--- config.mk ---
export PLATFORM = sky130hd
export DESIGN_NAME = spectrum_top_peak_finder
export DESIGN_NICKNAME = d
export VERILOG_FILES = /design/src/hw/rtl/stpf_pkg.sv /design/src/hw/rtl/spectrum_top_peak_finder.sv
export SDC_FILE = /design/constraint.sdc
export NUM_CORES = 1
export LEC_CHECK = 0
export ABC_CLOCK_PERIOD_IN_PS = 27900
export BUFFER_PORTS_ARGS = -buffer_cell sky130_fd_sc_hd__buf_4
export CORE_MARGIN = 3
export CORE_UTILIZATION = 44
export CTS_CLUSTER_SIZE = 40
export DETAILED_ROUTE_END_ITERATION = 6
export GPL_ROUTABILITY_DRIVEN = 1
export GPL_TIMING_DRIVEN = 0
export SKIP_CTS_REPAIR_TIMING = 1
export SYNTH_ARGS = -nofsm -noshare
export SYNTH_HDL_FRONTEND = slang
export SYNTH_SLANG_ARGS = --single-unit
export TNS_END_PERCENT = 10
--- constraint.sdc ---
create_clock -name clk -period 27.9 [get_ports clk]
set_input_delay 2.79 -clock clk [delete_from_list [all_inputs] [get_ports clk]]
set_output_delay 2.79 -clock clk [all_outputs]
set_load 0.01 [all_outputs]
--- src/hw/rtl/stpf_pkg.sv ---
// Package for the spectrum peak finder: word types, widths, scale constants
// and configuration register indices.
// No dependencies; every RTL file of the block refers to it by scoped names.
`default_nettype none

package stpf_pkg;

    localparam int AMP_W      = 16;
    localparam int MAX_BINS   = 4096;
    localparam int BIN_W      = $clog2(MAX_BINS);
    localparam int KEEP_PEAKS = 5;
    localparam int CNT_W      = $clog2(KEEP_PEAKS + 1);
    localparam int IDX_W      = (KEEP_PEAKS > 1) ? $clog2(KEEP_PEAKS) : 1;

    // Scale arithmetic runs two bits wider than an amplitude.
    localparam int SCALE_W = AMP_W + 2;
    // Threshold products: (level - low) << 10 against 717 * (high - low).
    localparam int THR_SHIFT = 10;
    localparam int THR_NUM_W = 11;
    localparam int PROD_W    = AMP_W + 1 + THR_SHIFT + 1;
    localparam logic signed [THR_NUM_W-1:0] THR_NUM = 11'sd717;

    // Autoscale margins in Q.4 dB: 10 dB below the minimum, 5 dB above the maximum.
    localparam logic signed [SCALE_W-1:0] LOW_MARGIN  = 18'sd160;
    localparam logic signed [SCALE_W-1:0] HIGH_MARGIN = 18'sd80;
    localparam logic signed [SCALE_W-1:0] FRAC_MASK   = 18'sd15;

    localparam logic signed [AMP_W-1:0] AMP_MAX = {1'b0, {(AMP_W-1){1'b1}}};
    localparam logic signed [AMP_W-1:0] AMP_MIN = {1'b1, {(AMP_W-1){1'b0}}};

    localparam logic                    AUTOSCALE_RESET  = 1'b1;
    localparam logic signed [AMP_W-1:0] FIXED_LOW_RESET  = -16'sd1600;
    localparam logic signed [AMP_W-1:0] FIXED_HIGH_RESET = 16'sd0;

    localparam int APB_ADDR_W = 4;
    localparam int APB_DATA_W = 32;

    typedef enum logic [1:0] {
        REG_AUTOSCALE  = 2'd0,
        REG_FIXED_LOW  = 2'd1,
        REG_FIXED_HIGH = 2'd2
    } cfg_reg_t;

    typedef struct packed {
        logic signed [AMP_W-1:0] amplitude;
        logic                    frame_last;
    } sample_t;

    typedef struct packed {
        logic                    peak_valid;
        logic [BIN_W-1:0]        peak_bin;
        logic signed [AMP_W-1:0] peak_level;
        logic signed [AMP_W-1:0] scale_low;
        logic signed [AMP_W-1:0] scale_high;
        logic                    result_last;
    } result_t;

endpackage

`default_nettype wire

--- src/hw/rtl/spectrum_top_peak_finder.sv ---
// Top level of the spectrum peak finder: bin intake, top-N peak list, scale
// and threshold, and the result sequencer, with the APB register bank.
// Depends on stpf_pkg for types and constants.
//
//   Channel   Direction  Handshake                 Word
//   sample    in         sample_valid/ready        stpf_pkg::sample_t, one bin
//   result    out        result_valid/ready        stpf_pkg::result_t, one peak
//   apb       in/out     psel/penable/pready       32-bit register access
//
// One bin is taken in every cycle. A bin passes through an input register,
// updates the running minimum, maximum and peak list in the next cycle, and a
// frame's last bin hands the finished list and scale to a snapshot register.
// The threshold test runs between the snapshot and the result sequencer,
// which then presents one peak per ready cycle (one to five words per frame).
// Bins stall only when a frame ends while both the snapshot and the sequencer
// still hold earlier frames, so frames shorter than the result run slow down.
// Reset is asynchronous and active low; no clearing pass is needed.
`default_nettype none

module spectrum_top_peak_finder
(
    input  wire logic                                 clk,
    input  wire logic                                 rst_n,

    input  wire logic                                 sample_valid,
    output logic                                      sample_ready,
    input  wire stpf_pkg::sample_t                    sample,

    output logic                                      result_valid,
    input  wire logic                                 result_ready,
    output stpf_pkg::result_t                         result,

    input  wire logic                                 psel,
    input  wire logic                                 penable,
    input  wire logic                                 pwrite,
    input  wire logic [stpf_pkg::APB_ADDR_W-1:0]      paddr,
    input  wire logic [stpf_pkg::APB_DATA_W-1:0]      pwdata,
    output logic [stpf_pkg::APB_DATA_W-1:0]           prdata,
    output logic                                      pready
);

    localparam int AW = stpf_pkg::AMP_W;
    localparam int BW = stpf_pkg::BIN_W;
    localparam int KP = stpf_pkg::KEEP_PEAKS;
    localparam int CW = stpf_pkg::CNT_W;
    localparam int IW = stpf_pkg::IDX_W;
    localparam int SW = stpf_pkg::SCALE_W;
    localparam int PW = stpf_pkg::PROD_W;
    localparam logic [BW-1:0] BIN_SAT = BW'(stpf_pkg::MAX_BINS - 1);

    // ------------------------------------------------------------------
    // Configuration registers. Only the word index of the address is decoded.
    // ------------------------------------------------------------------
    logic                 autoscale_reg;
    logic signed [AW-1:0] fixed_low_reg;
    logic signed [AW-1:0] fixed_high_reg;
    logic                 cfg_write;
    stpf_pkg::cfg_reg_t   cfg_sel;

    assign pready    = 1'b1;
    assign cfg_write = psel && penable && pwrite;
    assign cfg_sel   = stpf_pkg::cfg_reg_t'(paddr[3:2]);

    always_ff @(posedge clk or negedge rst_n)
    begin
        if (!rst_n)
        begin
            autoscale_reg  <= stpf_pkg::AUTOSCALE_RESET;
            fixed_low_reg  <= stpf_pkg::FIXED_LOW_RESET;
            fixed_high_reg <= stpf_pkg::FIXED_HIGH_RESET;
        end
        else if (cfg_write)
        begin
            unique case (cfg_sel)
                stpf_pkg::REG_AUTOSCALE:  autoscale_reg  <= pwdata[0];
                stpf_pkg::REG_FIXED_LOW:  fixed_low_reg  <= pwdata[AW-1:0];
                stpf_pkg::REG_FIXED_HIGH: fixed_high_reg <= pwdata[AW-1:0];
                default: ;
            endcase
        end
    end

    always_comb
    begin
        unique case (cfg_sel)
            stpf_pkg::REG_AUTOSCALE:  prdata = {{(stpf_pkg::APB_DATA_W-1){1'b0}}, autoscale_reg};
            stpf_pkg::REG_FIXED_LOW:  prdata = stpf_pkg::APB_DATA_W'(fixed_low_reg);
            stpf_pkg::REG_FIXED_HIGH: prdata = stpf_pkg::APB_DATA_W'(fixed_high_reg);
            default:                  prdata = '0;
        endcase
    end

    // ------------------------------------------------------------------
    // Pipeline handshake. Each stage moves on when the one after it is free
    // or emptying in the same cycle.
    // ------------------------------------------------------------------
    logic                 in_valid_reg;
    logic signed [AW-1:0] in_amp_reg;
    logic                 in_last_reg;

    logic                 snap_valid_reg;
    logic                 emit_valid_reg;
    logic [CW-1:0]        emit_count_reg;
    logic [IW-1:0]        emit_idx_reg;

    logic emit_final;
    logic emit_free;
    logic snap_free;
    logic in_fire;

    assign emit_final = (emit_count_reg == '0)
                     || ((CW'(emit_idx_reg) + CW'(1)) == emit_count_reg);
    assign emit_free  = !emit_valid_reg || (result_ready && emit_final);
    assign snap_free  = !snap_valid_reg || emit_free;
    assign in_fire    = in_valid_reg && (!in_last_reg || snap_free);
    assign sample_ready = !in_valid_reg || in_fire;

    always_ff @(posedge clk or negedge rst_n)
    begin
        if (!rst_n)
        begin
            in_valid_reg <= 1'b0;
        end
        else if (sample_ready)
        begin
            in_valid_reg <= sample_valid;
        end
    end

    always_ff @(posedge clk)
    begin
        if (sample_ready && sample_valid)
        begin
            in_amp_reg  <= sample.amplitude;
            in_last_reg <= sample.frame_last;
        end
    end

    // ------------------------------------------------------------------
    // Frame state: bin counter, neighbour samples, running extremes and the
    // sorted list of the strongest peaks so far.
    // ------------------------------------------------------------------
    logic [BW-1:0]        bin_count_reg;
    logic signed [AW-1:0] older_reg;
    logic signed [AW-1:0] prev_reg;
    logic signed [AW-1:0] min_reg;
    logic signed [AW-1:0] max_reg;
    logic signed [AW-1:0] best_level_reg [KP];
    logic [BW-1:0]        best_bin_reg   [KP];
    logic [CW-1:0]        best_count_reg;

    logic signed [AW-1:0] min_next;
    logic signed [AW-1:0] max_next;
    logic [BW-1:0]        bin_count_next;
    logic                 peak_hit;
    logic [BW-1:0]        peak_bin;
    logic [KP-1:0]        ranks_above;
    logic                 do_insert;
    logic signed [AW-1:0] best_level_next [KP];
    logic [BW-1:0]        best_bin_next   [KP];
    logic [CW-1:0]        best_count_next;

    assign min_next = (in_amp_reg < min_reg) ? in_amp_reg : min_reg;
    assign max_next = (in_amp_reg > max_reg) ? in_amp_reg : max_reg;
    assign bin_count_next = (bin_count_reg == BIN_SAT) ? bin_count_reg
                                                       : bin_count_reg + BW'(1);

    // The previous bin is a peak when it stands strictly above both neighbours.
    assign peak_hit = (bin_count_reg >= BW'(2)) && (prev_reg > older_reg)
                   && (prev_reg > in_amp_reg);
    assign peak_bin = bin_count_reg - BW'(1);

    // Entries that rank at or above the new peak form a prefix of the list,
    // since equal levels keep the earlier bin first.
    always_comb
    begin
        for (int i = 0; i < KP; i++)
        begin
            ranks_above[i] = (CW'(i) < best_count_reg) && (best_level_reg[i] >= prev_reg);
        end
    end

    assign do_insert = peak_hit && !ranks_above[KP-1];

    always_comb
    begin
        for (int i = 0; i < KP; i++)
        begin
            best_level_next[i] = best_level_reg[i];
            best_bin_next[i]   = best_bin_reg[i];
        end
        if (do_insert)
        begin
            if (!ranks_above[0])
            begin
                best_level_next[0] = prev_reg;
                best_bin_next[0]   = peak_bin;
            end
            for (int i = 1; i < KP; i++)
            begin
                if (!ranks_above[i])
                begin
                    if (ranks_above[i-1])
                    begin
                        best_level_next[i] = prev_reg;
                        best_bin_next[i]   = peak_bin;
                    end
                    else
                    begin
                        best_level_next[i] = best_level_reg[i-1];
                        best_bin_next[i]   = best_bin_reg[i-1];
                    end
                end
            end
        end
    end

    assign best_count_next = (do_insert && (best_count_reg != CW'(KP)))
                           ? best_count_reg + CW'(1) : best_count_reg;

    // At the end of a frame everything returns to its reset value.
    always_ff @(posedge clk or negedge rst_n)
    begin
        if (!rst_n)
        begin
            bin_count_reg  <= '0;
            older_reg      <= '0;
            prev_reg       <= '0;
            min_reg        <= stpf_pkg::AMP_MAX;
            max_reg        <= stpf_pkg::AMP_MIN;
            best_count_reg <= '0;
        end
        else if (in_fire)
        begin
            if (in_last_reg)
            begin
                bin_count_reg  <= '0;
                older_reg      <= '0;
                prev_reg       <= '0;
                min_reg        <= stpf_pkg::AMP_MAX;
                max_reg        <= stpf_pkg::AMP_MIN;
                best_count_reg <= '0;
            end
            else
            begin
                bin_count_reg  <= bin_count_next;
                older_reg      <= prev_reg;
                prev_reg       <= in_amp_reg;
                min_reg        <= min_next;
                max_reg        <= max_next;
                best_count_reg <= best_count_next;
            end
        end
    end

    always_ff @(posedge clk)
    begin
        if (in_fire)
        begin
            for (int i = 0; i < KP; i++)
            begin
                best_level_reg[i] <= best_level_next[i];
                best_bin_reg[i]   <= best_bin_next[i];
            end
        end
    end

    // ------------------------------------------------------------------
    // Scale for the ending frame: whole-dB floor and ceiling with margins,
    // saturated to the amplitude range, or the fixed registers.
    // ------------------------------------------------------------------
    logic signed [SW-1:0] low_wide;
    logic signed [SW-1:0] high_wide;
    logic signed [SW-1:0] low_round;
    logic signed [SW-1:0] high_round;
    logic signed [AW-1:0] scale_low;
    logic signed [AW-1:0] scale_high;

    always_comb
    begin
        low_wide   = SW'(min_next) - stpf_pkg::LOW_MARGIN;
        high_wide  = SW'(max_next) + stpf_pkg::HIGH_MARGIN + stpf_pkg::FRAC_MASK;
        low_round  = low_wide & ~stpf_pkg::FRAC_MASK;
        high_round = high_wide & ~stpf_pkg::FRAC_MASK;
        if (!autoscale_reg)
        begin
            scale_low  = fixed_low_reg;
            scale_high = fixed_high_reg;
        end
        else
        begin
            if (low_round < SW'(stpf_pkg::AMP_MIN))
            begin
                scale_low = stpf_pkg::AMP_MIN;
            end
            else
            begin
                scale_low = low_round[AW-1:0];
            end
            if (high_round > SW'(stpf_pkg::AMP_MAX))
            begin
                scale_high = stpf_pkg::AMP_MAX;
            end
            else
            begin
                scale_high = high_round[AW-1:0];
            end
        end
    end

    // ------------------------------------------------------------------
    // Snapshot of the finished frame.
    // ------------------------------------------------------------------
    logic signed [AW-1:0] snap_level_reg [KP];
    logic [BW-1:0]        snap_bin_reg   [KP];
    logic [CW-1:0]        snap_count_reg;
    logic signed [AW-1:0] snap_low_reg;
    logic signed [AW-1:0] snap_high_reg;
    logic                 snap_load;

    assign snap_load = in_fire && in_last_reg;

    always_ff @(posedge clk or negedge rst_n)
    begin
        if (!rst_n)
        begin
            snap_valid_reg <= 1'b0;
        end
        else if (snap_free)
        begin
            snap_valid_reg <= snap_load;
        end
    end

    always_ff @(posedge clk)
    begin
        if (snap_load)
        begin
            for (int i = 0; i < KP; i++)
            begin
                snap_level_reg[i] <= best_level_next[i];
                snap_bin_reg[i]   <= best_bin_next[i];
            end
            snap_count_reg <= best_count_next;
            snap_low_reg   <= scale_low;
            snap_high_reg  <= scale_high;
        end
    end

    // ------------------------------------------------------------------
    // Threshold: 1024*(level - low) > 717*(high - low), exact. The list is
    // sorted, so the emitted run is the leading stretch of passing entries.
    // ------------------------------------------------------------------
    logic signed [AW:0]   span;
    logic signed [PW-1:0] span_scaled;
    logic signed [AW:0]   rise [KP];
    logic [KP-1:0]        passes;
    logic [CW-1:0]        run_count;
    logic                 run_open;

    assign span        = (AW+1)'(snap_high_reg) - (AW+1)'(snap_low_reg);
    assign span_scaled = PW'(span) * PW'(stpf_pkg::THR_NUM);

    always_comb
    begin
        run_open  = 1'b1;
        run_count = '0;
        for (int i = 0; i < KP; i++)
        begin
            rise[i]   = (AW+1)'(snap_level_reg[i]) - (AW+1)'(snap_low_reg);
            passes[i] = (CW'(i) < snap_count_reg)
                     && ((PW'(rise[i]) <<< stpf_pkg::THR_SHIFT) > span_scaled);
            run_open  = run_open && passes[i];
            if (run_open)
            begin
                run_count = CW'(i + 1);
            end
        end
    end

    // ------------------------------------------------------------------
    // Result sequencer: one word per ready cycle, strongest first; a frame with no
    // passing peak gives a single word with peak_valid low.
    // ------------------------------------------------------------------
    logic signed [AW-1:0] emit_level_reg [KP];
    logic [BW-1:0]        emit_bin_reg   [KP];
    logic signed [AW-1:0] emit_low_reg;
    logic signed [AW-1:0] emit_high_reg;
    logic                 emit_load;

    assign emit_load = snap_valid_reg && emit_free;

    always_ff @(posedge clk or negedge rst_n)
    begin
        if (!rst_n)
        begin
            emit_valid_reg <= 1'b0;
            emit_count_reg <= '0;
            emit_idx_reg   <= '0;
        end
        else if (emit_free)
        begin
            emit_valid_reg <= snap_valid_reg;
            emit_count_reg <= run_count;
            emit_idx_reg   <= '0;
        end
        else if (result_ready)
        begin
            emit_idx_reg <= emit_idx_reg + IW'(1);
        end
    end

    always_ff @(posedge clk)
    begin
        if (emit_load)
        begin
            for (int i = 0; i < KP; i++)
            begin
                emit_level_reg[i] <= snap_level_reg[i];
                emit_bin_reg[i]   <= snap_bin_reg[i];
            end
            emit_low_reg  <= snap_low_reg;
            emit_high_reg <= snap_high_reg;
        end
    end

    always_comb
    begin
        result.peak_valid  = (emit_count_reg != '0);
        result.peak_bin    = result.peak_valid ? emit_bin_reg[emit_idx_reg] : '0;
        result.peak_level  = result.peak_valid ? emit_level_reg[emit_idx_reg] : '0;
        result.scale_low   = emit_low_reg;
        result.scale_high  = emit_high_reg;
        result.result_last = emit_final;
    end

    assign result_valid = emit_valid_reg;

    // ------------------------------------------------------------------
    // Assertions
    // ------------------------------------------------------------------
    a_list_bounded: assert property (@(posedge clk) disable iff (!rst_n)
        best_count_reg <= CW'(KP))
        else $error("peak list count beyond its depth");

    a_emit_idx_in_run: assert property (@(posedge clk) disable iff (!rst_n)
        (emit_valid_reg && (emit_count_reg != '0)) |-> (CW'(emit_idx_reg) < emit_count_reg))
        else $error("result index beyond the emitted run");

    a_empty_is_single: assert property (@(posedge clk) disable iff (!rst_n)
        (result_valid && !result.peak_valid) |-> result.result_last)
        else $error("frame without peaks must give a single word");

    a_frame_end_snapshot: assert property (@(posedge clk) disable iff (!rst_n)
        snap_load |=> snap_valid_reg)
        else $error("frame end did not reach the snapshot");

    a_frame_clears: assert property (@(posedge clk) disable iff (!rst_n)
        snap_load |=> (best_count_reg == '0) && (bin_count_reg == '0))
        else $error("frame state not cleared after the last bin");

endmodule

`default_nettype wire

==> run metrics, run 1 <==
status completed; grt total ovfl 0; Sink Count 625; number of buffers inserted by port buffering 137; CTS tree built; H-tree levels 3; Yosys cell types between 100 and 150; Data arrival, critical path 12.03 ns; DRT Pass-1 Iters 5; initial antenna violation count 0; top-area cell type share of the netlist area 38.1%; final worst path period share between 40% and 50%; post-route setup TNS 0 ns; Worst-Skew Late Latency roughly 0.6 ns; post-DR wirelength/cell 22.9 um; GPL Wtd Cong a little over 0.9; GRT Overall Usage 23.4%; first-pass GRT wire length approximately 170000 um; RSZ-0062 raised after global routing no; met2 usage 37.9%; CTS Buffer Depth 3; Worst Tran Pin Value 1.31 ns; FILL cells 7976; Row Count about 110; #FFs+latches synth approximately 630; ranking of synthesized cells by area edfxtp_1, ha_1, dfrtp_1; Syn Area/Cell 11.7 um2; Syn. warnings 0; Die Ht 306 um; die area around 94000 um2; max-slew violation count 0; critical path type reg2reg; worst min path class reg2reg; nets roughly 4200; initial DRC count ~2200; Crit Path Max Fanout 11; CTS buffer count 68; met1 Track Usage GR 33.8%; max-cap violations 0; GR peak layer met2; DR DRC count 0; cell taking the most area after synthesis edfxtp_1; syn_nets between 3000 and 4000; Final Hold Viols 0; Reg2Reg Setup Slack between 15 and 20 ns; slew margin rel. approximately an eighth; core box area 88900 um2; ys async rst share around a fifth; Clock Pin Slew Worst Setup and Hold Paths 0.06 ns; worst path bufs/invs 4; cell area after synthesis just under 40000 um2; ant diodes 0; pin count of the biggest net entering global routing 79; Clock Skew roughly 0.022 ns; routing usage on met3 2.24%; Crit path largest cell delay 0.60 ns; Area growth, synth to finish 12.6%; initial core utilization between 40% and 50%; Critical-path top delay cell inv_1; register area ~18000 um2; vias in the first global route 26800; via/cell ratio 5.63; I/O pin total 157; Total Wirelength about 110000 um; Mapped Cells 3400; Most used DFF post-synth edfxtp_1; final setup fails 0; fmax 86.8 MHz; CP top delay family compound AO/OA/AOI/OAI gates; register area share after synthesis 45.8%; Die Span X 306 um; post-layout min period 11.52 ns; Multi-input gate area 19900 um2; Setup crit end kind register; DPL Wire Length about 86000 um; crit start category register; number of synthesized flops with an enable pin roughly 500; share of layout cells above drive strength 1 16.0%; DR vias 27300; Routed Antenna Nets 0; WP data required around 28 ns; CTS root buf clkbuf_16
[cell usage after synthesis (all sizes together) (6+ instances only)]
master / number
a2111oi: 14
a211oi: 21
a21boi: 7
a21o: 64
a21oi: 221
a221oi: 6
a22o: 27
a22oi: 15
a31o: 8
a31oi: 13
and2: 9
and3: 18
and4: 6
buf: 47
clkbuf: 79
dfrtp: 96
dfstp: 25
edfxtp: 504
fa: 69
ha: 415
inv: 291
maj3: 6
mux2: 202
mux2i: 86
mux4: 28
nand2: 160
nand2b: 29
nand3: 46
nand4: 44
nor2: 209
nor2b: 68
nor3: 48
nor3b: 9
nor4: 16
o211ai: 18
o21a: 51
o21ai: 113
o21bai: 11
o22ai: 19
o31ai: 47
or3: 10
or4: 7
xnor2: 95
xor2: 45
[per-layer routing]
metal	wire length (um)	part of all wire, %
met5	0	0
met4	2730	2.5
met3	5430	4.9
met2	51100	46
met1	51500	46
[cells in the final DEF, fill, tap and decap left out, drive strengths merged, types with 64 or more instances in the layout]
cell    Yosys  layout
a21o       64      64
nor2b      68      68
a21oi     221     221
clkbuf     79     166
xnor2      95      95
ha        415     415
buf        47     195
fa         69      69
inv       291     297
edfxtp    504     504
mux2i      86      86
mux2      202     202
nand2     160     160
dfrtp      96      96
nor2      209     209
o21ai     113     113
[final cells by class]
class | count | area share [%]
buffer | 126 | 1.31
clock inverter | 38 | 1.03
clock buffer | 87 | 3.97
timing repair buffer | 148 | 2.89
inverter | 291 | 2.44
tap | 1165 | 3.26
sequential | 625 | 40.7
multi-input combinational | 2358 | 44.4
[path summary, 6_finish.rpt]
path                       cells after the start                 end                 from
setup reg to reg                              44   emit_count_reg[2]      snap_low_reg[1]
max in group asynchronous                      2   emit_count_reg[0]                rst_n
hold reg to reg                                0  emit_bin_reg[2][9]  snap_bin_reg[0][33]
setup / recovery                              44   emit_count_reg[2]      snap_low_reg[1]
min in group asynchronous                      1          max_reg[9]                rst_n
hold / removal                                 0  emit_bin_reg[2][9]  snap_bin_reg[0][33]
[worst reg2reg max path, delay by kind of cell, from the launching register on]
kind                       cells  cell delay [ns]
xor gates and xnor gates       2             0.69
buffers and inverters          4             0.82
DFF                            1             0.46
AOI/OAI and AO/OA             19             3.68
and+or+nand+nor               11             2.41
adders and majority gates      8             3.37
[per-stage QoR]
step | hold WS [ns] | std cells | worst slack (ns) | instance area (um2) | utilization (%)
2_1_floorplan | 0.400 | 3400 | 16.69 | 39700 | -
3_3_place_gp | 0.400 | 4702 | 12.46 | 42200 | 47.4
3_5_place_dp | 0.405 | 4713 | 16.43 | 42500 | 47.8
4_1_cts | 0.414 | 4838 | 16.35 | 44700 | 50.3
5_1_grt | 0.419 | 4838 | 15.46 | 44700 | 50.3
6_report | 0.413 | 4838 | 16.38 | 44700 | 50.3
[logic make-up after synthesis]
| logic type | Yosys count | synth area share, % |
|---|---|---|
| compound gates | 708 | 11.8 |
| xor+xnor | 142 | 3.22 |
| fa+ha+maj | 490 | 16.7 |
| buf+inv | 417 | 4.21 |
| flops | 625 | 45.8 |
| mux | 316 | 9.49 |
| other cells | 1 | 0.00944 |
| simple gates | 701 | 8.69 |
Power of run 1 is left out: the tool's default activity adds up to more than one toggle a clock period on the data nets, which glitch-free logic cannot reach.
==> run 2: changes to the inputs <==
ABC_CLOCK_PERIOD_IN_PS = 11700   (was 27900)
clock period = 11.7 ns   (was 27.9 ns; I/O delays follow)
==> run metrics, run 2 (synthesized netlist as in run 1, its figures left out) <==
fmax 92.3 MHz (+6.3%); Die Ht 306 um (unchanged); DRT Pass-1 Iters 5 (unchanged); die area 93900 um2 (unchanged); Register-to-Register Path Depth 40 (-9.1%); r2r startpoint snap_low_reg[2]; grt total ovfl 0 (unchanged); GPL Wtd Cong 0.935 (unchanged); via/cell ratio 5.63 (about the same); CTS Buffer Depth 3 (unchanged); Final Hold Viols 0 (unchanged); Worst-Skew Late Latency 0.61 ns (about the same); Routed Antenna Nets 0 (unchanged); crit start category register; Clock Skew 0.0224 ns (+0.000836 ns); RSZ-0062 raised after global routing no; Cell Area, Placed 42500 um2 (unchanged); CTS tree built; post-DR wirelength/cell 22.9 um (about the same); DR vias 27300 (-0.015%); I/O pin total 157 (unchanged); hold endpoint emit_bin_reg[1][11]; CP top delay family compound AO/OA/AOI/OAI gates; critical path type reg2reg; Critical-path top delay cell fa_1; initial DRC count 2208 (+1.8%); DR DRC count 0 (unchanged); Crit path largest cell delay 0.57 ns (-0.03 ns); vias in the first global route 26800 (unchanged); initial core utilization 44.7% (unchanged); Clock Pin Slew Worst Setup and Hold Paths 0.06 ns (about the same); Finished Layout Cells 4839 (+0.021%); start point of the critical path snap_low_reg[2]; nets 4163 (+0.024%); initial antenna violation count 0 (unchanged); Data arrival, critical path 11.34 ns (-0.69 ns); design area 44800 um2 (about the same); Crit Path Max Fanout 6 (-5); Reg2Reg Setup Slack 0.87 ns (-15.52 ns); pin count of the biggest net entering global routing 79 (unchanged); most common cell type on the critical path o21ai_0; most frequent cells in the layout edfxtp_1, ha_1, inv_1, a21oi_1, nor2_1; FILL cells 7973 (-0.038%); Row Count 109 (unchanged); final worst path period share 92.6% (+51 points); Worst Tran Pin Value 1.33 ns (+0.0198 ns); worst path bufs/invs 4 (unchanged); Setup crit end kind register; Area growth, synth to finish 12.7% (about the same); max-cap violations 0 (unchanged); H-tree levels 3 (unchanged); Hold Crit Depth 0 (unchanged); DPL Wire Length 86400 um (unchanged); Die Span X 306 um (unchanged); Total Wirelength 111000 um (about the same); final setup fails 0 (unchanged); number of buffers inserted by port buffering 137 (unchanged); status completed; WP data required 12.21 ns (-16.20 ns); Sink Count 625 (unchanged); GRT Overall Usage 23.4% (unchanged); worst min path class reg2reg; dpl cells 4713 (unchanged); share of layout cells above drive strength 1 16.2% (+0.19 points); HP Start snap_bin_reg[0][23]; commonest non-fill, non-tap cell in the layout edfxtp_1; first-pass GRT wire length 167000 um (unchanged); CTS buffer count 68 (unchanged); worst r2r dst emit_count_reg[2]; core box area 88900 um2 (unchanged); ant diodes 0 (unchanged); CTS root buf clkbuf_16; post-layout min period 10.83 ns (-0.684 ns); slew margin rel. 11.4% (-1.3 points); max-slew violation count 0 (unchanged)
==> run 2: layout make-up <==
cell class                 instances  area [um2]  area share (%)
buffer                           126         587            1.31
clock buffer                      87        1770            3.96
clock inverter                    38         459            1.03
inverter                         291        1100            2.45
multi-input combinational       2358       19900            44.4
sequential                       625       18200            40.7
tap                             1165        1460            3.26
timing repair buffer             149        1300            2.90
==> run 2: layer usage <==
metal | up-vias | global-route usage (%) | routed length [um]
li1 | 13000 | - | -
met1 | 13400 | 33.8 | 51800
met2 | 680 | 37.9 | 51200
met3 | 134 | 2.24 | 5110
met4 | 0 | 6.39 | 2770
met5 | - | 0 | 0
==> run 2: worst max path at each step <==
| stage | endpoint | slack [ns] | cells past startpoint |
|---|---|---|---|
| after detailed placement | emit_count_reg[2] | 0.23 | 44 |
| final | emit_count_reg[2] | 0.87 | 40 |
| after global routing | emit_count_reg[2] | 0.12 | 40 |
| after floorplan | emit_bin_reg[0][0] | 1.75 | 8 |
| after CTS | emit_count_reg[2] | 0.15 | 44 |
| after global placement | emit_high_reg[5] | -2.59 | 8 |
==> run 2: stage by stage <==
step / setup TNS (ns) / hold slack (ns) / util [%] / setup slack [ns]
2_1_floorplan: 0 / 0.400 / - / 1.75
4_1_cts: 0 / 0.414 / 50.3 / 0.151
5_1_grt: 0 / 0.419 / 50.3 / 0.115
3_3_place_gp: -441.95 / 0.400 / 47.4 / -2.59
6_report: 0 / 0.413 / 50.3 / 0.869
3_5_place_dp: 0 / 0.405 / 47.8 / 0.234
Power of run 2 is left out for the same reason.
